$ cat config.mk
export PLATFORM = sky130hd
export DESIGN_NAME = gcfo_ctrl
export DESIGN_NICKNAME = d
export VERILOG_FILES = /design/src/rtl/gcfo_pkg.sv /design/src/rtl/gcfo_ctrl.sv
export SDC_FILE = /design/constraint.sdc
export NUM_CORES = 1
export LEC_CHECK = 0
export ABC_AREA = 0
export BUFFER_PORTS_ARGS = -buffer_cell sky130_fd_sc_hd__buf_4
export CAP_MARGIN = 10
export CORE_MARGIN = 1
export CORE_UTILIZATION = 45
export CTS_CLUSTER_DIAMETER = 80
export DETAILED_ROUTE_END_ITERATION = 16
export PLACE_DENSITY = 0.71
export SYNTH_ARGS = -nofsm -noshare
export SYNTH_HDL_FRONTEND = slang
export SYNTH_SLANG_ARGS = --single-unit
$ cat constraint.sdc
create_clock -name clk -period 1.4 [get_ports clk]
set_clock_uncertainty 0.2 [all_clocks]
set_input_delay 0.28 -clock clk [delete_from_list [all_inputs] [get_ports clk]]
set_output_delay 0.28 -clock clk [all_outputs]
set_load 0.01 [all_outputs]
$ cat src/rtl/gcfo_pkg.sv
// Shared types and constants for the floating-origin grid partition block.
// Holds the item structs, the controller state and command types.
// No dependencies.
package gcfo_pkg;

  // Field and register widths.
  localparam int unsigned PosW     = 40;
  localparam int unsigned CellW    = 32;
  localparam int unsigned CsW      = 25;
  localparam int unsigned HeW      = 39;
  localparam int unsigned RdW      = 31;
  localparam int unsigned CfgW     = 39;
  localparam int unsigned CfgIdxW  = 2;
  localparam int unsigned MulW     = 33;

  // One quotient bit per divider step, one step per dividend bit.
  localparam int unsigned DivSteps = PosW;
  localparam int unsigned DivCntW  = $clog2(DivSteps);

  // Register reset values, also used in place of a zero register.
  localparam logic [CsW-1:0] CellSizeDefault = 25'd32768;
  localparam logic [HeW-1:0] HalfExtDefault  = 39'd512000;
  localparam logic [RdW-1:0] RebaseDefault   = 31'd131072;

  // Configuration register indexes.
  localparam logic [CfgIdxW-1:0] CfgCellSize   = 2'd0;
  localparam logic [CfgIdxW-1:0] CfgHalfExtent = 2'd1;
  localparam logic [CfgIdxW-1:0] CfgRebaseDist = 2'd2;

  // Item commands.
  localparam logic CmdLocate = 1'b0;
  localparam logic CmdFocus  = 1'b1;

  typedef struct packed {
    logic                   cmd;
    logic signed [PosW-1:0] pos_x;
    logic signed [PosW-1:0] pos_y;
    logic signed [PosW-1:0] pos_z;
  } gcfo_in_t;

  typedef struct packed {
    logic signed [CellW-1:0] cell_x;
    logic signed [CellW-1:0] cell_z;
    logic                    outside;
    logic signed [PosW-1:0]  corner_x;
    logic signed [PosW-1:0]  corner_z;
    logic signed [PosW-1:0]  local_x;
    logic signed [PosW-1:0]  local_y;
    logic signed [PosW-1:0]  local_z;
    logic                    rebased;
    logic signed [PosW-1:0]  origin_out_x;
    logic signed [PosW-1:0]  origin_out_y;
    logic signed [PosW-1:0]  origin_out_z;
  } gcfo_out_t;

  // Operand selection for the shared multiplier.
  typedef enum logic [2:0] {
    MUL_CX,
    MUL_CZ,
    MUL_AX,
    MUL_AZ,
    MUL_RD
  } mul_sel_t;

  typedef enum logic [3:0] {
    ST_IDLE,
    ST_DIV,
    ST_FIX,
    ST_MUL_CX,
    ST_MUL_CZ,
    ST_MUL_AX,
    ST_MUL_AZ,
    ST_MUL_RD,
    ST_DONE
  } ctl_state_t;

  // Commands from the controller to the datapath.
  typedef struct packed {
    logic     load;
    logic     div_step;
    logic     fix;
    logic     mul_en;
    mul_sel_t mul_sel;
    logic     commit;
  } dp_cmd_t;

endpackage

$ cat src/rtl/gcfo_ctrl.sv
// Controller for the floating-origin grid partition block.
// Sequences load, divide, floor fix, multiplies and commit of one item.
// Depends on gcfo_pkg.
module gcfo_ctrl (
  input  logic              clk,
  input  logic              rst_n,
  input  logic              in_valid,
  output logic              in_stall,
  output logic              out_valid,
  input  logic              out_stall,
  output gcfo_pkg::dp_cmd_t cmd
);

  gcfo_pkg::ctl_state_t             state_r, state_nxt;
  logic [gcfo_pkg::DivCntW-1:0]     cnt_r, cnt_nxt;
  logic                             out_valid_r, out_valid_nxt;

  // State, step counter and output valid registers.
  always_ff @(posedge clk) begin
    if (!rst_n) begin
      state_r     <= gcfo_pkg::ST_IDLE;
      cnt_r       <= '0;
      out_valid_r <= 1'b0;
    end else begin
      state_r     <= state_nxt;
      cnt_r       <= cnt_nxt;
      out_valid_r <= out_valid_nxt;
    end
  end

  // Next state and datapath commands.
  always_comb begin
    state_nxt   = state_r;
    cnt_nxt     = cnt_r;
    cmd         = '0;
    cmd.mul_sel = gcfo_pkg::MUL_CX;
    unique case (state_r)
      gcfo_pkg::ST_IDLE: begin
        if (in_valid) begin
          cmd.load  = 1'b1;
          cnt_nxt   = '0;
          state_nxt = gcfo_pkg::ST_DIV;
        end
      end
      gcfo_pkg::ST_DIV: begin
        cmd.div_step = 1'b1;
        cnt_nxt      = cnt_r + 1'b1;
        if (cnt_r == gcfo_pkg::DivCntW'(gcfo_pkg::DivSteps - 1)) begin
          state_nxt = gcfo_pkg::ST_FIX;
        end
      end
      gcfo_pkg::ST_FIX: begin
        cmd.fix   = 1'b1;
        state_nxt = gcfo_pkg::ST_MUL_CX;
      end
      gcfo_pkg::ST_MUL_CX: begin
        cmd.mul_en  = 1'b1;
        cmd.mul_sel = gcfo_pkg::MUL_CX;
        state_nxt   = gcfo_pkg::ST_MUL_CZ;
      end
      gcfo_pkg::ST_MUL_CZ: begin
        cmd.mul_en  = 1'b1;
        cmd.mul_sel = gcfo_pkg::MUL_CZ;
        state_nxt   = gcfo_pkg::ST_MUL_AX;
      end
      gcfo_pkg::ST_MUL_AX: begin
        cmd.mul_en  = 1'b1;
        cmd.mul_sel = gcfo_pkg::MUL_AX;
        state_nxt   = gcfo_pkg::ST_MUL_AZ;
      end
      gcfo_pkg::ST_MUL_AZ: begin
        cmd.mul_en  = 1'b1;
        cmd.mul_sel = gcfo_pkg::MUL_AZ;
        state_nxt   = gcfo_pkg::ST_MUL_RD;
      end
      gcfo_pkg::ST_MUL_RD: begin
        cmd.mul_en  = 1'b1;
        cmd.mul_sel = gcfo_pkg::MUL_RD;
        state_nxt   = gcfo_pkg::ST_DONE;
      end
      gcfo_pkg::ST_DONE: begin
        // Commit once the output register is free or being emptied.
        if (!(out_valid_r && out_stall)) begin
          cmd.commit = 1'b1;
          state_nxt  = gcfo_pkg::ST_IDLE;
        end
      end
      default: begin
        state_nxt = gcfo_pkg::ST_IDLE;
      end
    endcase
  end

  // The output register stays full until its transfer completes.
  assign out_valid_nxt = cmd.commit | (out_valid_r & out_stall);

  assign in_stall  = (state_r != gcfo_pkg::ST_IDLE);
  assign out_valid = out_valid_r;

endmodule

======== Word-level counts from Yosys, hierarchy flattened ========
Cells that the tools add are included.
Widths: inputs -> output; s select.
storage, ports and cells
  input port bits ......................... 4
  output and inout bits ................... 10
  flip-flop bits (word level) ............. 11
  logic and storage cells ................. 37
operators by class
  bitwise logic cells ..................... 2
  eq/ne operators ......................... 12
  mux-type cells .......................... 13
  add/sub/neg operators ................... 1
  reductions and logical operators ........ 6
operator list
  cell                 count
  $pmux 4 s9           1
  $pmux 4 s5           1
  $eq 4x3->1 const B   4
  $mux 4               3
  $pmux 6 s2           1
  $eq 4x2->1 const B   2
  $add 6x1->6 const B  1
  $eq 6x6->1 const B   1
  $mux 1               6
  $mux 6               1
  $ne 2x2->1 const B   3
  $eq 4x1->1 const B   1
  $eq 4x4->1 const B   1
  $logic_not 4->1      1
  $reduce_bool 4->1    1
  $reduce_and 3->1     1
  $reduce_and 2->1     1
  $reduce_bool 2->1    1
  $and 1x1->1          1
  $logic_and 1x1->1    1
  $or 1x1->1           1

======== Logic depth before layout (Yosys ltp) ========
  depth after elaboration ................. 4
  gate-level depth with buffers ........... 5
  gate-level depth less buffers ........... 4

======== Worst setup path after synthesis ========
Ideal clock, no wire load.
  kind .................................... register -> output
  start point ............................. register state_r[0]
  end point ............................... output port cmd[0] (netlist bit)
  slack ................................... -270 ps
  arrival ................................. 1190 ps
  path buffers ............................ 1
  stages on the path, launching flop included .. 4
  required time ........................... 920 ps
  cell sequence ........................... dfxtp_1 > buf_2 > or4b_4 > a21oi_1
RTL lines
  item                      line             source
  start: declaration        gcfo_ctrl.sv:14  gcfo_pkg::ctl_state_t state_r, state_nxt;
  start signal: assignment  gcfo_ctrl.sv:21  state_r <= gcfo_pkg::ST_IDLE;
  start signal: assignment  gcfo_ctrl.sv:25  state_r <= state_nxt;
  end: declaration          gcfo_ctrl.sv:11  output gcfo_pkg::dp_cmd_t cmd

==> metrics.md <==
| Metric | Value |
|---|---|
| Vias in the first global route | roughly 650 |
| Post-route minimum period | 1922 ps |
| Routed Antenna Nets | 0 |
| Core Area | 1301 sq um |
| Fin. max-slew vios | 0 |
| Share of cells above drive strength 1 | 64.81% |
| CP startpoint kind | flip-flop |
| Area contributors post-synth | dfxtp_1, a21oi_1, buf_6 |
| Antenna violations before repair | 0 |
| Final Setup Violations | 19 |
| Violated checks | negative setup slack |
| Worst hold slack | 92.64 ps |
| Die area | 1537 sq um |
| Kind of critical path | flip-flop to output pin |
| Worst path bufs/invs | 1 |
| Starting Density | 47.88% |
| Global-route wire length before repair | 2.684 mm |
| Leading area contributor after synthesis | dfxtp_1 |
| Syn Inst Count | 70 |
| Post-synth net total | 75 |
| RD Place Congestion | approximately 0.7 |
| Main synth FF type | dfxtp_1 |
| Crit path DAT | 1440 ps |
| Crit path capture type | output pin |
| Slowest stage cell on the critical path | or4b_4 |
| Fin. Hold Viols | 0 |
| Synthesized area | 623.1 sq um |
| Diode count | 0 |
| VDD IR max | between 0.0006 and 0.0007 V |
| Ys async rst share | 0% |
| Post-synthesis xor/xnor area fraction | under 10% |
| Worst-skew pair later-pin latency | 270 ps |
| Complex-gate fraction of the synthesized area | a little over a fifth |
| Synth Area in Adders | 2.008% |
| CTS hold repair buffers | 0 |
| Post-synth EDFFs | 0 |
| Leakage | 0.4572 nW |
| Io pins | 14 |
| Initial drt markers | 8 |
| Die height | 39.21 um |
| #FFs+latches synth | 11 |
| Nets | 114 |
| Yosys warns | 0 |
| Crit-path cells | or4b_4 > a21oi_4 > buf_6 |
| DP HPWL | roughly 1.2 mm |
| Critical-path maximum fanout | 3 |
| Slew HR | between 80% and 90% |
| Worst-margin pin slew | 287.6 ps |
| CTS tree | done |
| Via Count | around 700 |
| Floorplan row count | 13 |
| TritonCTS Buffers | 3 |
| # DRC | 0 |
| Final Util | ~90% |
| Worst Hold Class | primary input to flip-flop |
| Delay-heaviest family, CP | simple AND/OR/NAND/NOR gates |
| Layout area overhead | 84.54% |
| Status | finished, violations left |
| CTS clk-pin slew, worst paths | 70 ps |
| DR WL/cell | ~17 um |
| Synthesized area per cell | a little under 9 sq um |
| GRT Overall Usage | 26.37% |
| Post-Synth Simple-Gate Area | 30.52% |
| Crit-path max cell delay | 570 ps |
| Fmax | 520.2 MHz |
| TritonRoute pass-1 iters | 4 |
| # clock sinks | 11 |
| Top-area cell type share of the netlist area | 35.34% |
| Pwr Density | 772.7 nW/um^2 |
| H-Tree Depth | 1 |
| Crit share post-route | 137.3% |
| Largest family of logic cells by synthesized area | simple AND/OR/NAND/NOR gates |
| Final WL | about 2.0 mm |
| Critical Path RT | 920 ps |
| GR Overflow Total | 0 |
| CTS Buffer Depth | 2 |
| RSZ-0062 raised after global routing | yes |
| Seq/Total Area, Yosys | 35.34% |
| Root buffer cell | clkbuf_4 |
| Fillers | 52 |
| Largest net degree at the start of global routing | 8 |
| Mux cell area share after synthesis | 0% |
| Vias/cell | 5.683 |
| Die W | 39.21 um |
| Synth unique cells | 31 |
| Max-cap violations | 0 |
| Final WS setup | -522.2 ps |
| IO buf count | 13 |
==> layout make-up <==
class	count	area (sq um)	share of cell area (%)
repair buffers	39	364.1	31.66
flip-flops and latches	11	225.2	19.59
clock buffers	3	22.52	1.959
clock inverters	1	5.005	0.4353
well taps	15	18.77	1.632
inverters	2	7.507	0.6529
multi-input cells	52	506.7	44.07
==> path summary, 6_finish.rpt <==
| check | startpoint | end | slack (ps) | cells after the start |
|---|---|---|---|---|
| worst min-delay path | rst_n | state_r[3] | 90 | 2 |
| worst max register to register | state_r[2] | cnt_r[0] | -330 | 8 |
| worst min register to register | cnt_r[4] | cnt_r[4] | 350 | 1 |
| worst max-delay path | state_r[2] | cmd[0] | -520 | 3 |
==> worst reg2reg max path, delay by kind of cell (launching register included) <==
family,cells,cell delay (ps)
AO/OA/AOI/OAI,1,190
AND/OR/NAND/NOR,2,290
buffers and inverters,5,630
flip-flops,1,340
==> kinds of logic after synthesis <==
family,Yosys count
AND/OR/NAND/NOR,31
AO/OA/AOI/OAI,18
flip-flops,11
buffers and inverters,7
XOR/XNOR,2
adder cells (fa/ha/maj),1
==> Yosys cell counts, types with 2 or more instances <==
cell / instances
a21oi_1: 7
a311oi_1: 3
buf_2: 2
buf_6: 3
dfxtp_1: 11
inv_1: 2
nand2_1: 7
nand2b_1: 2
nand3_1: 3
nor2_1: 8
nor4b_1: 2
==> routing by layer <==
metal  up-vias  wire length, um  global-route usage, %
met3        13               75                  1.734
met5         -                0                      0
met4         0               83                  12.93
li1        342                -                      -
met2        27             1111                  54.17
met1       317              762                  25.26
==> layout by cell type, fill, tap and decap left out, types with 2 or more instances in the layout <==
master    Yosys  final
a21oi_2       0      2
nor2_4        0      4
dfxtp_1      11      7
a21oi_1       7      3
nor4b_4       1      3
buf_4         0     20
nand2_1       7      6
inv_1         2      2
a21oi_4       0      2
nor2_1        8      3
nand3_1       3      3
clkbuf_4      0      3
a311oi_1      3      2
dfxtp_2       0      4
buf_6         3     19
==> state kept, by name, indices dropped and copies added, names as in the netlist <==
name	cells
cnt_r	6
state_r	4
out_valid	1
==> power breakdown <==
group | internal [mW] | switching (mW)
Sequential | 0.327 | 0.0125
Combinational | 0.183 | 0.156
Clock | 0.106 | 0.105
Total | 0.616 | 0.273
==> per-stage QoR <==
step | total power [mW] | setup TNS [ps] | instances | area [sq um] | worst slack, ps
after CTS | 0.8293 | -5413 | 122 | 1032 | -515.9
after detailed placement | 0.5702 | -2602 | 113 | 878.3 | -250.0
after global routing | 0.9321 | -6809 | 123 | 1150 | -541.5
after global placement | 0.5653 | -2296 | 113 | 878.3 | -204.7
final | 0.8885 | -6074 | 123 | 1150 | -522.2
after floorplan | 0.4680 | -1085 | 70 | 661.9 | -207.7
==> repair_timing <==
item	CTS	global route
setup endpoints to repair	19	19
pin swaps	11	5
gates cloned	0	0
gates resized for setup	24	22
buffers inserted	6	2
Note: power is estimated with default switching activity, not from simulation.
